$ cat src/rtl/shp_pkg.sv
// Shared constants, stage types and helper functions for the header parser.
package shp_pkg;

  localparam int HeaderBits = 20;
  localparam int SfMin = 7;
  localparam int SfMax = 12;
  localparam int RecipShift = 20;

  localparam logic [3:0] SF_RESET = 4'd7;
  localparam logic [0:0] REG_SF_INDEX = 1'b0;

  typedef struct packed {
    logic               vld;
    logic               hvalid;
    logic [7:0]         len;
    logic [2:0]         cr;
    logic               crc;
    logic [3:0]         sf;
    logic [3:0]         cw;
    logic signed [10:0] q;
    logic               pos;
    logic [9:0]         a;
    logic [17:0]        recip;
  } front_t;

  typedef struct packed {
    logic               vld;
    logic               hvalid;
    logic [7:0]         len;
    logic [2:0]         cr;
    logic               crc;
    logic [3:0]         sf;
    logic [3:0]         cw;
    logic signed [10:0] q;
    logic               pos;
    logic [6:0]         k;
  } div_t;

  typedef struct packed {
    logic               vld;
    logic               hvalid;
    logic [7:0]         len;
    logic [2:0]         cr;
    logic               crc;
    logic [3:0]         cw;
    logic signed [10:0] q;
    logic               pos;
    logic [9:0]         ksf;
    logic [9:0]         sym;
    logic [5:0]         negn;
  } mul_t;

  function automatic logic [4:0] header_checksum(input logic [11:0] t);
    logic [4:0] c;
    c[4] = t[11] ^ t[10] ^ t[9] ^ t[8];
    c[3] = t[11] ^ t[7] ^ t[6] ^ t[5] ^ t[0];
    c[2] = t[10] ^ t[7] ^ t[4] ^ t[3] ^ t[1];
    c[1] = t[9] ^ t[6] ^ t[4] ^ t[2] ^ t[1] ^ t[0];
    c[0] = t[8] ^ t[5] ^ t[3] ^ t[2] ^ t[1] ^ t[0];
    return c;
  endfunction

  // Reciprocal of the spreading factor scaled by two to the RecipShift, rounded up.
  function automatic logic [17:0] sf_recip(input logic [3:0] sf);
    logic [17:0] r;
    case (sf)
      4'd7:    r = 18'd149797;
      4'd8:    r = 18'd131072;
      4'd9:    r = 18'd116509;
      4'd10:   r = 18'd104858;
      4'd11:   r = 18'd95326;
      4'd12:   r = 18'd87382;
      default: r = 18'd149797;
    endcase
    return r;
  endfunction

endpackage

$ cat src/rtl/shp_regs.sv
// Configuration register file with the spreading factor and its clamped value.
module shp_regs
  import shp_pkg::*;
(
  input  logic        clk,
  input  logic        rst,
  input  logic        psel,
  input  logic        penable,
  input  logic        pwrite,
  input  logic [2:0]  paddr,
  input  logic [31:0] pwdata,
  output logic [31:0] prdata,
  output logic        pready,
  output logic [3:0]  sf_clamped
);

  logic [3:0] sf_reg;

  assign pready = 1'b1;

  always_ff @(posedge clk) begin
    if (rst) begin
      sf_reg <= SF_RESET;
    end else if (psel && penable && pwrite && pready && paddr[2] == REG_SF_INDEX) begin
      sf_reg <= pwdata[3:0];
    end
  end

  always_comb begin
    prdata = '0;
    if (paddr[2] == REG_SF_INDEX) begin
      prdata = {28'd0, sf_reg};
    end
  end

  always_comb begin
    if (sf_reg < 4'(SfMin)) begin
      sf_clamped = 4'(SfMin);
    end else if (sf_reg > 4'(SfMax)) begin
      sf_clamped = 4'(SfMax);
    end else begin
      sf_clamped = sf_reg;
    end
  end

endmodule

$ cat src/rtl/shp_front.sv
// First stage: field split, checksum test and the uncoded bit count per item.
module shp_front
  import shp_pkg::*;
(
  input  logic        clk,
  input  logic        rst,
  input  logic        start,
  input  logic [19:0] header_bits,
  input  logic [3:0]  sf,
  output front_t      st
);

  logic [7:0]         len;
  logic [2:0]         cr;
  logic               crc;
  logic [7:0]         check;
  logic               ok;
  logic [8:0]         lc;
  logic signed [10:0] q;

  assign len   = header_bits[19:12];
  assign cr    = header_bits[11:9];
  assign crc   = header_bits[8];
  assign check = header_bits[7:0];
  assign ok    = !crc || ({3'd0, header_checksum(header_bits[19:8])} == check);
  assign lc    = {1'b0, len} + {7'd0, crc, 1'b0};
  // The divide by four of the coded count is exact, so the quotient is built directly.
  assign q     = $signed({1'b0, lc, 1'b0}) + 11'sd7 - $signed({7'd0, sf});

  always_ff @(posedge clk) begin
    if (rst) begin
      st.vld <= 1'b0;
    end else begin
      st.vld <= start;
    end
    st.hvalid <= ok;
    st.len    <= len;
    st.cr     <= cr;
    st.crc    <= crc;
    st.sf     <= sf;
    st.cw     <= {1'b0, cr} + 4'd4;
    st.q      <= q;
    st.pos    <= !q[10] && (q != 11'sd0);
    st.a      <= 10'(q[9:0] + {6'd0, sf} - 10'd1);
    st.recip  <= sf_recip(sf);
  end

endmodule

$ cat src/rtl/shp_div.sv
// Second stage: ceiling division by the spreading factor through a reciprocal multiply.
module shp_div
  import shp_pkg::*;
(
  input  logic   clk,
  input  logic   rst,
  input  front_t in_st,
  output div_t   st
);

  logic [27:0] prod;

  assign prod = {18'd0, in_st.a} * {10'd0, in_st.recip};

  always_ff @(posedge clk) begin
    if (rst) begin
      st.vld <= 1'b0;
    end else begin
      st.vld <= in_st.vld;
    end
    st.hvalid <= in_st.hvalid;
    st.len    <= in_st.len;
    st.cr     <= in_st.cr;
    st.crc    <= in_st.crc;
    st.sf     <= in_st.sf;
    st.cw     <= in_st.cw;
    st.q      <= in_st.q;
    st.pos    <= in_st.pos;
    st.k      <= prod[RecipShift+6:RecipShift];
  end

endmodule

$ cat src/rtl/shp_back.sv
// Third and fourth stages: block products, padding and the registered result.
module shp_back
  import shp_pkg::*;
(
  input  logic        clk,
  input  logic        rst,
  input  div_t        in_st,
  output logic        done,
  output logic        header_valid,
  output logic [7:0]  payload_length,
  output logic [2:0]  coding_rate,
  output logic        crc_present,
  output logic [12:0] packet_length_bits,
  output logic [7:0]  pad_length,
  output logic [9:0]  packet_length_symbols
);

  mul_t        m;
  logic [2:0]  negq;
  logic [3:0]  diff;
  logic [12:0] total;
  logic [7:0]  padp;

  assign negq = 3'(-in_st.q);

  always_ff @(posedge clk) begin
    if (rst) begin
      m.vld <= 1'b0;
    end else begin
      m.vld <= in_st.vld;
    end
    m.hvalid <= in_st.hvalid;
    m.len    <= in_st.len;
    m.cr     <= in_st.cr;
    m.crc    <= in_st.crc;
    m.cw     <= in_st.cw;
    m.q      <= in_st.q;
    m.pos    <= in_st.pos;
    m.ksf    <= 10'({3'd0, in_st.k} * {6'd0, in_st.sf});
    m.sym    <= 10'({3'd0, in_st.k} * {6'd0, in_st.cw});
    m.negn   <= 6'({3'd0, negq} * {2'd0, in_st.cw});
  end

  assign diff  = 4'(m.ksf - m.q[9:0]);
  assign total = 13'({3'd0, m.ksf} * {9'd0, m.cw});
  assign padp  = 8'({4'd0, diff} * {4'd0, m.cw});

  always_ff @(posedge clk) begin
    if (rst) begin
      done <= 1'b0;
    end else begin
      done <= m.vld;
    end
  end

  always_ff @(posedge clk) begin
    if (m.hvalid) begin
      header_valid   <= 1'b1;
      payload_length <= m.len;
      coding_rate    <= m.cr;
      crc_present    <= m.crc;
      if (m.pos) begin
        packet_length_bits    <= total;
        pad_length            <= padp;
        packet_length_symbols <= m.sym;
      end else begin
        packet_length_bits    <= '0;
        pad_length            <= {2'd0, m.negn};
        packet_length_symbols <= '0;
      end
    end else begin
      header_valid          <= 1'b0;
      payload_length        <= '0;
      coding_rate           <= '0;
      crc_present           <= 1'b0;
      packet_length_bits    <= '0;
      pad_length            <= '0;
      packet_length_symbols <= '0;
    end
  end

endmodule

$ cat src/rtl/spread_spectrum_header_parser.sv
// The result strobe done follows the accept through the front, divide, block product and output registers.
// Throughput: one item per cycle; busy stays low, four register stages carry the work.
// The reciprocal multiply stage and the block product stage set the stage depth.
// Reset clears the stage valid bits and done, and sets the spreading factor to seven.
// The receiver cannot stall; each result is shown for exactly one cycle.
module spread_spectrum_header_parser
  import shp_pkg::*;
(
  input  logic        clk,
  input  logic        rst,
  input  logic        start,
  output logic        busy,
  input  logic [19:0] header_bits,
  output logic        done,
  output logic        header_valid,
  output logic [7:0]  payload_length,
  output logic [2:0]  coding_rate,
  output logic        crc_present,
  output logic [12:0] packet_length_bits,
  output logic [7:0]  pad_length,
  output logic [9:0]  packet_length_symbols,
  input  logic        psel,
  input  logic        penable,
  input  logic        pwrite,
  input  logic [2:0]  paddr,
  input  logic [31:0] pwdata,
  output logic [31:0] prdata,
  output logic        pready
);

  logic [3:0] sf_clamped;
  front_t     front_st;
  div_t       div_st;

  assign busy = 1'b0;

  shp_regs u_regs (
    .clk        (clk),
    .rst        (rst),
    .psel       (psel),
    .penable    (penable),
    .pwrite     (pwrite),
    .paddr      (paddr),
    .pwdata     (pwdata),
    .prdata     (prdata),
    .pready     (pready),
    .sf_clamped (sf_clamped)
  );

  shp_front u_front (
    .clk         (clk),
    .rst         (rst),
    .start       (start && !busy),
    .header_bits (header_bits),
    .sf          (sf_clamped),
    .st          (front_st)
  );

  shp_div u_div (
    .clk   (clk),
    .rst   (rst),
    .in_st (front_st),
    .st    (div_st)
  );

  shp_back u_back (
    .clk                   (clk),
    .rst                   (rst),
    .in_st                 (div_st),
    .done                  (done),
    .header_valid          (header_valid),
    .payload_length        (payload_length),
    .coding_rate           (coding_rate),
    .crc_present           (crc_present),
    .packet_length_bits    (packet_length_bits),
    .pad_length            (pad_length),
    .packet_length_symbols (packet_length_symbols)
  );

endmodule
$ cat config.mk
export PLATFORM = sky130hd
export DESIGN_NAME = spread_spectrum_header_parser
export DESIGN_NICKNAME = d
export VERILOG_FILES = /design/src/rtl/shp_pkg.sv /design/src/rtl/shp_regs.sv /design/src/rtl/shp_front.sv /design/src/rtl/shp_div.sv /design/src/rtl/shp_back.sv /design/src/rtl/spread_spectrum_header_parser.sv
export SDC_FILE = /design/constraint.sdc
export NUM_CORES = 1
export LEC_CHECK = 0
export ABC_AREA = 1
export BUFFER_PORTS_ARGS = -buffer_cell sky130_fd_sc_hd__buf_4
export CAP_MARGIN = 0
export CORE_MARGIN = 10
export CORE_UTILIZATION = 46
export DETAILED_ROUTE_END_ITERATION = 6
export PLACE_DENSITY = 0.67
export SLEW_MARGIN = 20
export SYNTH_ARGS = -nofsm -noshare
export SYNTH_HDL_FRONTEND = slang
export SYNTH_SLANG_ARGS = --single-unit
export TNS_END_PERCENT = 50
$ cat constraint.sdc
create_clock -name clk -period 4.1 [get_ports clk]
set_input_delay 0.205 -clock clk [delete_from_list [all_inputs] [get_ports clk]]
set_output_delay 0.205 -clock clk [all_outputs]
set_load 0.01 [all_outputs]
==> results of run 1 <==
[routing by layer]
layer / routed length, um / vias to the layer above
met5: 0 / -
met4: 612 / 0
met3: 1570 / 40
met2: 17000 / 261
met1: 14100 / 5222
li1: - / 5542
[repair_timing]
item	CTS	global route
setup buffers	10	8
hold buffers	18	0
endpoints found under the hold margin	22	0
resized for setup	106	47
pin swaps	61	47
setup endpoints to repair	7	7
[worst max-delay path, cell delays in order (launching register included)]
cell and delay, ns:
sky130_fd_sc_hd__dfxtp_2 0.33, sky130_fd_sc_hd__buf_12 0.14, sky130_fd_sc_hd__buf_6 0.13, sky130_fd_sc_hd__nand2_1 0.06
sky130_fd_sc_hd__inv_1 0.05, sky130_fd_sc_hd__fa_2 0.57, sky130_fd_sc_hd__fa_1 0.46, sky130_fd_sc_hd__fa_1 0.47
sky130_fd_sc_hd__fa_1 0.56, sky130_fd_sc_hd__ha_4 0.22, sky130_fd_sc_hd__ha_4 0.30, sky130_fd_sc_hd__nand2_1 0.11
sky130_fd_sc_hd__nor2_2 0.13, sky130_fd_sc_hd__inv_2 0.05, sky130_fd_sc_hd__nor3_2 0.20, sky130_fd_sc_hd__nand3_1 0.13
sky130_fd_sc_hd__nand4_1 0.09, sky130_fd_sc_hd__nand2_1 0.06
[stage by stage]
| stage | cell area (um2) | worst slack [ns] | hold slack (ns) | setup TNS (ns) | util |
|---|---|---|---|---|---|
| 6_report | 17400 | -0.0612 | 0.0394 | -0.127 | 0.570 |
| 3_5_place_dp | 15800 | -0.301 | 0.312 | -1.92 | 0.518 |
| 3_3_place_gp | 15800 | -0.327 | 0.310 | -1.73 | 0.518 |
| 5_1_grt | 17400 | -0.211 | 0.0951 | -1.31 | 0.570 |
| 4_1_cts | 17200 | -0.0167 | 0.0294 | -0.0327 | 0.564 |
| 2_1_floorplan | 14300 | -0.0160 | 0.233 | -0.0160 | - |
[kinds of logic after synthesis]
group | after synthesis
AO/OA/AOI/OAI | 126
XOR/XNOR | 60
adder cells (fa/ha/maj) | 305
buffers and inverters | 475
flip-flops | 174
other | 2
AND/OR/NAND/NOR | 617
[worst max-delay path by stage]
stage | to | depth (start not counted) | from | slack [ns]
final | u_div.st[5]$_DFF_P_ | 17 | u_front.st[21]$_DFF_P_ | -0.06
after global routing | u_div.st[3]$_DFF_P_ | 17 | u_front.st[27]$_DFF_P_ | -0.21
after CTS | u_div.st[6]$_DFF_P_ | 20 | u_front.st[16]$_SDFF_PP0_ | -0.02
after detailed placement | u_div.st[6]$_DFF_P_ | 19 | u_front.st[27]$_DFF_P_ | -0.30
after global placement | u_div.st[6]$_DFF_P_ | 19 | u_front.st[27]$_DFF_P_ | -0.33
after floorplan | u_div.st[5]$_DFF_P_ | 16 | u_front.st[27]$_DFF_P_ | -0.02
[synth_stat cells (all sizes together), types with 3 or more instances]
| master | count | share of area |
|---|---|---|
| a21boi | 3 | 0.0016 |
| or2 | 4 | 0.0018 |
| a21oi | 66 | 0.023 |
| xor2 | 37 | 0.024 |
| ha | 149 | 0.13 |
| buf | 36 | 0.018 |
| o21a | 4 | 0.0021 |
| o211ai | 6 | 0.0032 |
| nand2 | 437 | 0.12 |
| nand3 | 48 | 0.017 |
| dfxtp | 174 | 0.25 |
| o21ai | 39 | 0.014 |
| nand4 | 13 | 0.0057 |
| inv | 400 | 0.11 |
| fa | 156 | 0.22 |
| clkbuf | 39 | 0.010 |
| nor3 | 12 | 0.0050 |
| xnor2 | 23 | 0.014 |
| nor2 | 99 | 0.029 |
[final cells by class]
type / count / share of cell area
Tap cell: 396 / 0.0285
Clock inverter: 15 / 0.0109
Timing Repair Buffer: 204 / 0.0985
Inverter: 400 / 0.0867
Clock buffer: 17 / 0.0245
Multi-Input combinational cell: 1138 / 0.548
Sequential cell: 174 / 0.203
Antenna cell: 1 / 0.000144
==> Implementation_results.wiki, run 1 <==
{| class="wikitable"
! Metric !! Value
|-
| Multiplexer share of the synthesized area || 0
|-
| Most common library cell in the layout ignoring fill and taps || sky130_fd_sc_hd__nand2_1
|-
| Minimum period implied by the final worst setup slack || 4.16 ns
|-
| Largest net degree at the start of global routing || 20
|-
| Clock tree root buffer cell || sky130_fd_sc_hd__clkbuf_16
|-
| Multi-input gate area || 0.00952 mm2
|-
| Number of max-slew violations in the final report || 0
|-
| Worst hold path depth || 3
|-
| WL/cell || 14.2 um
|-
| Max-cap violations || 0
|-
| Reg with most FFs || u_front.st
|-
| Detailed-router iteration count before antenna repair || 5
|-
| Worst Clk Skew || 0.0124 ns
|-
| Adder-cell share of the synthesized area || 0.352
|-
| Worst Reg-to-Reg Cells || 17
|-
| Transition time at the pin with the least slew margin || 0.590 ns
|-
| Vias in the first global route || 11700
|-
| Layout Nets || 2301
|-
| Wire length reported by the detailed router || 33300 um
|-
| Area share of and/or/nand/nor cells after synthesis || 0.179
|-
| Initial Util || 0.464
|-
| Violations in the final reports || negative setup slack
|-
| Flip-flop and latch count after synthesis || 174
|-
| Largest register FFs || 48
|-
| Clock-pin slew of the registers on the worst-case setup and hold paths || 0.07 ns
|-
| EDFF count, synth || 0
|-
| Most instantiated flip-flop cell in the synthesis netlist || sky130_fd_sc_hd__dfxtp_1
|-
| Number of ports placed on the die boundary || 140
|-
| Registers with the highest flip-flop counts || u_front.st (48), u_back.m (46), u_div.st (31)
|-
| M2 GR Usage || 0.323
|-
| CTS tree || built
|-
| Mapped Avg Cell Area || 8.05 um2
|-
| Result of the run || finished, violations left
|-
| Number of different library cells in the post-synthesis netlist || 43
|-
| Clock insertion delay at the later pin of the skew report || 0.44 ns
|-
| Die Span X || 195 um
|-
| Worst EP required || 4.43 ns
|-
| Yosys warnings || 0
|-
| Global-route met1 utilization || 0.210
|-
| Period Utilization, post-route || 1.01
|-
| Quantity of I/O buffers inserted on ports || 79
|-
| Final hold violation count || 0
|-
| Global-route wire length before repair || 56500 um
|-
| Antenna Nets Post-Route || 0
|-
| Worst-case headroom to the max-slew limit || 0.606
|-
| Asr flop ratio synth || 0
|-
| Total clock buffers created by CTS || 17
|-
| Drc violations || 0
|-
| Placed instance count || 2279
|-
| Overall via count from detail_route || 11100
|-
| Synth Area in Compound Gates || 0.0486
|-
| Growth of design area from synthesis to finish || 22.8%
|-
| Dominant combinational cell family by area after synthesis || adder cells
|-
| Setup slack of the critical path after layout || -0.0612 ns
|-
| Via density per instance || 4.72
|-
| Worst-case register-to-register setup slack || -0.06 ns
|-
| Count of non-filler cells in the finished layout || 2345
|-
| Sequential cell area || 0.00353 mm2
|-
| Filler cell count in the final layout || 2718
|-
| Critical register-to-register path endpoint || u_div.st[5]$_DFF_P_
|-
| Die height || 195 um
|-
| Area of the die || 0.0382 mm2
|-
| Achievable clock frequency || 240 MHz
|-
| Violation count after the first detailed-routing iteration || 546
|-
| Most used cells in the layout excluding fill and tap cells || sky130_fd_sc_hd__nand2_1, sky130_fd_sc_hd__inv_1, sky130_fd_sc_hd__buf_4
|-
| Cell count after synthesis || 1759
|-
| Global placement routability congestion || 0.954
|-
| Critical R2R Launch || u_front.st[21]$_DFF_P_
|-
| RSZ-0062 raised after global routing || yes
|-
| Nature of the critical path endpoint || register
|-
| Placed wire-length estimate || 26700 um
|-
| Category of the worst setup path launch point || register
|-
| Synthesized-area fraction occupied by xor and xnor cells || 0.0385
|-
| Num Clock Sinks || 174
|-
| Data arrival time of the worst path || 4.49 ns
|-
| Maximum fanout along the worst path || 9
|-
| Layout cells sized above 1 || 0.189
|-
| Total setup violations reported at the end of the flow || 4
|-
| Seq/Total Area, Yosys || 0.246
|-
| Area of the mapped netlist || 0.0142 mm2
|-
| Hold Crit Start || paddr[2]
|-
| Global-route usage over all layers || 0.178
|-
| Antenna violations before repair || 1
|-
| GR met3 Demand/Resource || 0.0310
|-
| Residual overflow from global routing || 0
|-
| Hold/Removal Path Class || input pin to register
|-
| Core Footprint || 0.0305 mm2
|-
| Worst Hold End || u_regs.sf_reg[3]$_SDFFE_PP0P_
|-
| # H-tree levels || 4
|-
| Largest buffer count on any clock path || 2
|-
| Standard-cell row count || 64
|-
| CP Class || register to register
|-
| Most utilized layer in the global route result || met2
|}
Power of run 1 is left out: the tool's default activity adds up to more than one toggle a clock period on the data nets, which glitch-free logic cannot reach.
==> inputs of run 2 (changes only) <==
--- a/config.mk
+++ b/config.mk
@@ -8,11 +8,11 @@
 export ABC_AREA = 1
 export BUFFER_PORTS_ARGS = -buffer_cell sky130_fd_sc_hd__buf_4
 export CAP_MARGIN = 0
-export CORE_MARGIN = 10
+export CORE_MARGIN = 2
 export CORE_UTILIZATION = 46
+export CTS_CLUSTER_DIAMETER = 120
 export DETAILED_ROUTE_END_ITERATION = 6
 export PLACE_DENSITY = 0.67
-export SLEW_MARGIN = 20
 export SYNTH_ARGS = -nofsm -noshare
 export SYNTH_HDL_FRONTEND = slang
 export SYNTH_SLANG_ARGS = --single-unit
==> run 2 against run 1 <==
  * The run still ends with negative setup slack left
  * Die area is 16% lower
  * Cell count is 0.72% lower
  * Critical path depth increased by 2
  * Wire length decreased by 4.8%
  * Utilization decreased by 0.40 points
  * Worst setup slack better by 0.021 ns
  * Cell area shrank 0.96%
  * Critical path type unchanged
==> Implementation_results.wiki, run 2 (same netlist as run 1, synthesis figures left out) <==
{| class="wikitable"
! Metric !! Value
|-
| Worst-case register-to-register setup slack || -0.04 ns (+0.02 ns)
|-
| GR met3 Demand/Resource || 0.0312 (+0.000196)
|-
| Die Span X || 179 um (-8.2%)
|-
| Nature of the critical path endpoint || register
|-
| Global-route wire length before repair || 52400 um (-7.3%)
|-
| Critical register-to-register path endpoint || u_div.st[1]$_DFF_P_
|-
| Quantity of I/O buffers inserted on ports || 79 (unchanged)
|-
| Total clock buffers created by CTS || 17 (unchanged)
|-
| Total setup violations reported at the end of the flow || 6 (+2)
|-
| Overall via count from detail_route || 11000 (-0.74%)
|-
| Wire length reported by the detailed router || 31700 um (-4.8%)
|-
| Via density per instance || 4.72 (about the same)
|-
| Worst-case headroom to the max-slew limit || 0.535 (-0.0706)
|-
| Standard-cell row count || 64 (unchanged)
|-
| Period Utilization, post-route || 1.01 (-0.00514)
|-
| Most utilized layer in the global route result || met2
|-
| Worst hold path depth || 3 (unchanged)
|-
| Violations in the final reports || negative setup slack
|-
| Critical R2R Launch || u_front.st[23]$_DFF_P_
|-
| WL/cell || 13.6 um (-4.1%)
|-
| Global-route usage over all layers || 0.197 (+0.0192)
|-
| Clock tree root buffer cell || sky130_fd_sc_hd__clkbuf_16
|-
| Registers with the highest flip-flop counts || u_front.st (48), u_back.m (46), u_div.st (31)
|-
| RSZ-0062 raised after global routing || yes
|-
| Global-route met1 utilization || 0.243 (+0.0325)
|-
| CTS tree || built
|-
| Global placement routability congestion || 0.985 (+3.3%)
|-
| Layout cells sized above 1 || 0.184 (-0.00568)
|-
| Clock insertion delay at the later pin of the skew report || 0.43 ns (about the same)
|-
| Filler cell count in the final layout || 2718 (unchanged)
|-
| Most common library cell in the layout ignoring fill and taps || sky130_fd_sc_hd__nand2_1
|-
| Maximum fanout along the worst path || 6 (-3)
|-
| Clock-pin slew of the registers on the worst-case setup and hold paths || 0.07 ns (about the same)
|-
| Initial Util || 0.465 (+0.00122)
|-
| Vias in the first global route || 11200 (-3.9%)
|-
| Minimum period implied by the final worst setup slack || 4.14 ns (-0.0211 ns)
|-
| Worst Hold End || u_regs.sf_reg[3]$_SDFFE_PP0P_
|-
| Largest register FFs || 48 (unchanged)
|-
| Core Footprint || 0.0304 mm2 (-0.26%)
|-
| Hold Crit Start || paddr[2]
|-
| Setup slack of the critical path after layout || -0.0402 ns (+0.0211 ns)
|-
| CP Class || register to register
|-
| Hold/Removal Path Class || input pin to register
|-
| Residual overflow from global routing || 0 (unchanged)
|-
| Detailed-router iteration count before antenna repair || 5 (unchanged)
|-
| Worst Reg-to-Reg Cells || 19 (+2)
|-
| Achievable clock frequency || 242 MHz (+0.51%)
|-
| Num Clock Sinks || 174 (unchanged)
|-
| Largest net degree at the start of global routing || 20 (unchanged)
|-
| Diode insertion count for antenna repair || 0 (-1)
|-
| Die height || 179 um (-8.2%)
|-
| Worst Clk Skew || 0.00953 ns (-0.00288 ns)
|-
| Largest buffer count on any clock path || 2 (unchanged)
|-
| Antenna Nets Post-Route || 0 (unchanged)
|-
| Data arrival time of the worst path || 4.48 ns (about the same)
|-
| Transition time at the pin with the least slew margin || 0.697 ns (+0.106 ns)
|-
| # H-tree levels || 4 (unchanged)
|-
| Number of max-slew violations in the final report || 0 (unchanged)
|-
| Layout Nets || 2286 (-0.65%)
|-
| Max-cap violations || 0 (unchanged)
|-
| Growth of design area from synthesis to finish || 21.6%
|-
| Reg with most FFs || u_front.st
|-
| Result of the run || finished, violations left
|-
| WHS || 0.0548 ns (+0.0154 ns)
|-
| Violation count after the first detailed-routing iteration || 487 (-11%)
|-
| Final hold violation count || 0 (unchanged)
|-
| Number of ports placed on the die boundary || 140 (unchanged)
|-
| Area of the die || 0.0322 mm2 (-16%)
|-
| M2 GR Usage || 0.351 (+0.0278)
|-
| Worst EP required || 4.44 ns (about the same)
|-
| Placed wire-length estimate || 25200 um (-5.6%)
|-
| Antenna violations before repair || 0 (-1)
|-
| Most used cells in the layout excluding fill and tap cells || sky130_fd_sc_hd__nand2_1, sky130_fd_sc_hd__inv_1, sky130_fd_sc_hd__buf_4
|-
| Drc violations || 0 (unchanged)
|-
| Category of the worst setup path launch point || register
|}
==> run 2: worst max-delay path, stage by stage, from the launching register on <==
cell and delay, ns:
sky130_fd_sc_hd__dfxtp_4 0.36, sky130_fd_sc_hd__buf_6 0.13, sky130_fd_sc_hd__nand2_4 0.05, sky130_fd_sc_hd__inv_2 0.03, sky130_fd_sc_hd__fa_1 0.49, sky130_fd_sc_hd__inv_2 0.04, sky130_fd_sc_hd__fa_1 0.49, sky130_fd_sc_hd__fa_2 0.58
sky130_fd_sc_hd__inv_2 0.04, sky130_fd_sc_hd__fa_1 0.60, sky130_fd_sc_hd__ha_4 0.23, sky130_fd_sc_hd__ha_4 0.31, sky130_fd_sc_hd__nand2_4 0.08, sky130_fd_sc_hd__nor2_4 0.11, sky130_fd_sc_hd__inv_2 0.05, sky130_fd_sc_hd__buf_4 0.13
sky130_fd_sc_hd__nor2_1 0.11, sky130_fd_sc_hd__nor2_1 0.07, sky130_fd_sc_hd__nand3_1 0.08, sky130_fd_sc_hd__nand2_1 0.05
==> run 2: repair_timing <==
action	in CTS	in global routing
buffers inserted	5	5
hold buffers	18	0
resized for setup	87	78
pin swaps	52	62
setup endpoints to repair	7	7
endpoints found under the hold margin	22	0
==> run 2: metrics by stage <==
stage                     area, um2  utilization  setup WS (ns)   TNS, ns  instances
final                         17200        0.566        -0.0402    -0.137       2328
after global placement        15700        0.516         -0.355     -1.85       2271
after detailed placement      15700        0.516         -0.376     -2.00       2271
after CTS                     17000        0.558       -0.00565  -0.00565       2325
after global routing          17200        0.566         -0.187     -1.13       2328
after floorplan               14300            -        -0.0160   -0.0160       1787
==> run 2: how the worst max path moves through the flow <==
| stage | from | to | slack (ns) | cells after the start |
|---|---|---|---|---|
| 5_1_grt | u_front.st[27]$_DFF_P_ | u_div.st[6]$_DFF_P_ | -0.19 | 17 |
| 3_5_place_dp | u_front.st[26]$_DFF_P_ | u_div.st[2]$_DFF_P_ | -0.38 | 18 |
| 3_3_place_gp | u_front.st[26]$_DFF_P_ | u_div.st[2]$_DFF_P_ | -0.36 | 18 |
| 2_1_floorplan | u_front.st[27]$_DFF_P_ | u_div.st[5]$_DFF_P_ | -0.02 | 16 |
| 4_1_cts | u_front.st[23]$_DFF_P_ | u_div.st[5]$_DFF_P_ | -0.006 | 18 |
| 6_report | u_front.st[23]$_DFF_P_ | u_div.st[1]$_DFF_P_ | -0.04 | 19 |
==> run 2: routing by layer <==
| layer | vias to the layer above | part of all wire | routed length, um |
|---|---|---|---|
| met5 | - | 0 | 0 |
| li1 | 5497 | - | - |
| met4 | 0 | 0.021 | 679 |
| met1 | 5123 | 0.43 | 13800 |
| met3 | 49 | 0.049 | 1550 |
| met2 | 314 | 0.49 | 15700 |
==> run 2: final cells by class <==
| class | count | area [um2] | area share |
|---|---|---|---|
| clock buffers | 18 | 429 | 0.0249 |
| clock inverters | 13 | 128 | 0.00742 |
| inverters | 400 | 1510 | 0.0875 |
| multi-input cells | 1138 | 9550 | 0.555 |
| flip-flops and latches | 174 | 3520 | 0.205 |
| well taps | 396 | 495 | 0.0288 |
| repair buffers | 189 | 1570 | 0.0915 |
Power of run 2 is left out for the same reason.
==> inputs of run 3 (changes only) <==
--- a/config.mk
+++ b/config.mk
@@ -12,7 +12,7 @@
 export CORE_UTILIZATION = 46
 export CTS_CLUSTER_DIAMETER = 120
 export DETAILED_ROUTE_END_ITERATION = 6
-export PLACE_DENSITY = 0.67
+export PLACE_DENSITY = 0.7
 export SYNTH_ARGS = -nofsm -noshare
 export SYNTH_HDL_FRONTEND = slang
 export SYNTH_SLANG_ARGS = --single-unit
==> run 3 against run 2 <==
  * The flow still finishes with violations (negative setup slack)
  * Clock skew increased by 0.0078 ns
  * Die area is the same
  * Cell area is 0.79% higher
  * Register-to-register slack got worse by 0.05 ns
  * Flip-flop and latch count did not move
  * Clock-buffer cell count shrank 1
  * Wire length increased by 5.2%
  * Sequential share of layout area down 0.18 points
  * Global-route usage grew 1.4 points
  * Fmax down 1.3%
==> Implementation_results.wiki, run 3 (same netlist as run 1, synthesis figures left out) <==
{| class="wikitable"
! Metric !! Value
|-
| Result of the run || finished, violations left
|-
| Violations in the final reports || negative setup slack
|-
| Count of non-filler cells in the finished layout || 2339 (+0.47%)
|-
| Most common library cell in the layout ignoring fill and taps || sky130_fd_sc_hd__nand2_1
|-
| Clock-pin slew of the registers on the worst-case setup and hold paths || 0.08 ns (about the same)
|-
| CP Class || register to register
|-
| Delay of the slowest critical-path stage || 0.60 ns (about the same)
|-
| Period Utilization, post-route || 1.02 (+0.0133)
|-
| Number of max-slew violations in the final report || 0 (unchanged)
|-
| Setup slack of the critical path after layout || -0.0947 ns (-0.0546 ns)
|-
| Category of the worst setup path launch point || register
|-
| Final Instance Area || 0.0173 mm2 (+0.79%)
|-
| CTS tree || built
|-
| Die height || 179 um (unchanged)
|-
| Critical path, cell by cell || buf_6 -> buf_4 -> nand2_1 -> fa_1 -> inv_1 -> fa_1 -> fa_1 -> fa_1 -> ha_4 -> ha_4 -> nand2_1 -> nor2_1 -> inv_1 -> buf_4 -> nor2_1 -> nor2_2 -> nand3_1 -> nand2_1
|-
| Worst-case register-to-register setup slack || -0.09 ns (-0.05 ns)
|-
| Standard-cell row count || 64 (unchanged)
|-
| WL/cell || 14.2 um (+4.7%)
|-
| Nature of the critical path endpoint || register
|-
| Most common cell on crit path || sky130_fd_sc_hd__fa_1
|-
| Minimum period implied by the final worst setup slack || 4.19 ns (+0.0546 ns)
|-
| Drc violations || 0 (unchanged)
|-
| Achievable clock frequency || 238 MHz (-1.3%)
|-
| Final hold violation count || 0 (unchanged)
|-
| Layout Nets || 2296 (+0.44%)
|-
| Detailed-router iteration count before antenna repair || 5 (unchanged)
|-
| Worst Hold End || u_regs.sf_reg[3]$_SDFFE_PP0P_
|-
| Vias in the first global route || 11500 (+2.1%)
|-
| Largest net degree at the start of global routing || 20 (unchanged)
|-
| Placed instance count || 2276 (+0.22%)
|-
| Num Clock Sinks || 174 (unchanged)
|-
| Largest buffer count on any clock path || 2 (unchanged)
|-
| Critical register-to-register path endpoint || u_div.st[1]$_DFF_P_
|-
| Worst Clk Skew || 0.0173 ns (+0.00780 ns)
|-
| Max-cap violations || 0 (unchanged)
|-
| Critical Path Slowest Stage Cell || sky130_fd_sc_hd__fa_1
|-
| Die Span X || 179 um (unchanged)
|-
| Total setup violations reported at the end of the flow || 7 (+1)
|-
| Antenna violations before repair || 0 (unchanged)
|-
| Largest register FFs || 48 (unchanged)
|-
| Worst-case headroom to the max-slew limit || 0.523 (-0.0121)
|-
| Initial Util || 0.465 (unchanged)
|-
| Placed wire-length estimate || 26000 um (+3.3%)
|-
| Global placement routability congestion || 0.986 (+0.11%)
|-
| Area of the die || 0.0322 mm2 (unchanged)
|-
| # H-tree levels || 4 (unchanged)
|-
| Hold/Removal Path Class || input pin to register
|-
| Wire length reported by the detailed router || 33300 um (+5.2%)
|-
| Reg with most FFs || u_front.st
|-
| Core Footprint || 0.0304 mm2 (unchanged)
|-
| Layout cells sized above 1 || 0.181 (-0.00258)
|-
| RSZ-0062 raised after global routing || yes
|-
| Kind of cell with the highest combined delay on the critical path || adder cells
|-
| Worst hold path depth || 3 (unchanged)
|-
| Data arrival time of the worst path || 4.54 ns (+0.06 ns)
|-
| Worst Reg-to-Reg Cells || 18 (-1)
|-
| Hold Crit Start || paddr[2]
|-
| Setup TNS || -0.240 ns (-0.103 ns)
|-
| Global-route usage over all layers || 0.211 (+0.0142)
|-
| Maximum fanout along the worst path || 4 (-2)
|-
| Registers with the highest flip-flop counts || u_front.st (48), u_back.m (46), u_div.st (31)
|-
| Worst EP required || 4.44 ns (about the same)
|-
| Diode insertion count for antenna repair || 0 (unchanged)
|-
| Growth of design area from synthesis to finish || 22.6%
|-
| Via density per instance || 4.79 (+1.6%)
|-
| Violation count after the first detailed-routing iteration || 627 (+29%)
|-
| Most used cells in the layout excluding fill and tap cells || sky130_fd_sc_hd__nand2_1, sky130_fd_sc_hd__inv_1, sky130_fd_sc_hd__buf_4
|-
| Global-route wire length before repair || 55500 um (+5.9%)
|-
| Antenna Nets Post-Route || 0 (unchanged)
|-
| Dpl ws || -0.342 ns (+0.0344 ns)
|-
| Quantity of I/O buffers inserted on ports || 79 (unchanged)
|-
| Buf+Inv Stages, Crit Path || 5 (-1)
|-
| Critical R2R Launch || u_front.st[16]$_SDFF_PP0_
|-
| Transition time at the pin with the least slew margin || 0.715 ns (+0.0182 ns)
|-
| Clock tree root buffer cell || sky130_fd_sc_hd__clkbuf_16
|-
| Residual overflow from global routing || 0 (unchanged)
|-
| Number of ports placed on the die boundary || 140 (unchanged)
|-
| Cell area reported after detailed placement || 0.0157 mm2 (+0.24%)
|-
| Overall via count from detail_route || 11200 (+2.0%)
|-
| Clock insertion delay at the later pin of the skew report || 0.45 ns (+0.02 ns)
|-
| Total clock buffers created by CTS || 17 (unchanged)
|}
[run 3: worst reg2reg max path: stages, from the launching register on]
cell                      delay [ns]
sky130_fd_sc_hd__dfxtp_2        0.34
sky130_fd_sc_hd__buf_6          0.14
sky130_fd_sc_hd__buf_4          0.13
sky130_fd_sc_hd__nand2_1        0.08
sky130_fd_sc_hd__fa_1           0.48
sky130_fd_sc_hd__inv_1          0.05
sky130_fd_sc_hd__fa_1           0.49
sky130_fd_sc_hd__fa_1           0.60
sky130_fd_sc_hd__fa_1           0.48
sky130_fd_sc_hd__ha_4           0.25
sky130_fd_sc_hd__ha_4           0.28
sky130_fd_sc_hd__nand2_1        0.09
sky130_fd_sc_hd__nor2_1         0.10
sky130_fd_sc_hd__inv_1          0.07
sky130_fd_sc_hd__buf_4          0.14
sky130_fd_sc_hd__nor2_1         0.15
sky130_fd_sc_hd__nor2_2         0.07
sky130_fd_sc_hd__nand3_1        0.09
sky130_fd_sc_hd__nand2_1        0.05
[run 3: worst max-delay path by stage]
stage | startpoint | to | slack [ns] | cells after the start
final | u_front.st[16]$_SDFF_PP0_ | u_div.st[1]$_DFF_P_ | -0.09 | 18
after global routing | u_front.st[27]$_DFF_P_ | u_div.st[1]$_DFF_P_ | -0.21 | 17
after CTS | u_front.st[20]$_DFF_P_ | u_div.st[4]$_DFF_P_ | -0.004 | 14
after floorplan | u_front.st[27]$_DFF_P_ | u_div.st[5]$_DFF_P_ | -0.02 | 16
after detailed placement | u_front.st[13]$_SDFF_PP0_ | u_div.st[5]$_DFF_P_ | -0.34 | 16
after global placement | u_front.st[27]$_DFF_P_ | u_div.st[6]$_DFF_P_ | -0.43 | 19
[run 3: area by class of cell]
class	instances	area (um2)
clock inverter	15	194
multi-input combinational	1138	9510
timing repair buffer	199	1700
sequential	174	3520
clock buffer	17	425
tap	396	495
fill	2691	13100
inverter	400	1510
[run 3: metal layers]
metal	up-vias	share of wire	track usage
met4	0	0.022	0.0595
met1	5323	0.43	0.261
li1	5539	-	-
met2	291	0.51	0.380
met3	53	0.044	0.0357
met5	-	0	0
[run 3: repair_timing]
item	4_1_cts	5_1_grt
hold buffers	18	0
setup endpoints to repair	7	7
pin swaps	76	16
gates resized for setup	113	25
buffers inserted	9	5
endpoints found under the hold margin	22	0
gates cloned	1	0
[run 3: stage by stage]
stage	hold WS, ns	util
finish	0.0274	0.570
global route	0.0500	0.570
CTS	0.0151	0.566
detailed placement	0.312	0.517
global placement	0.309	0.517
floorplan	0.233	-
Power of run 3 is left out for the same reason.
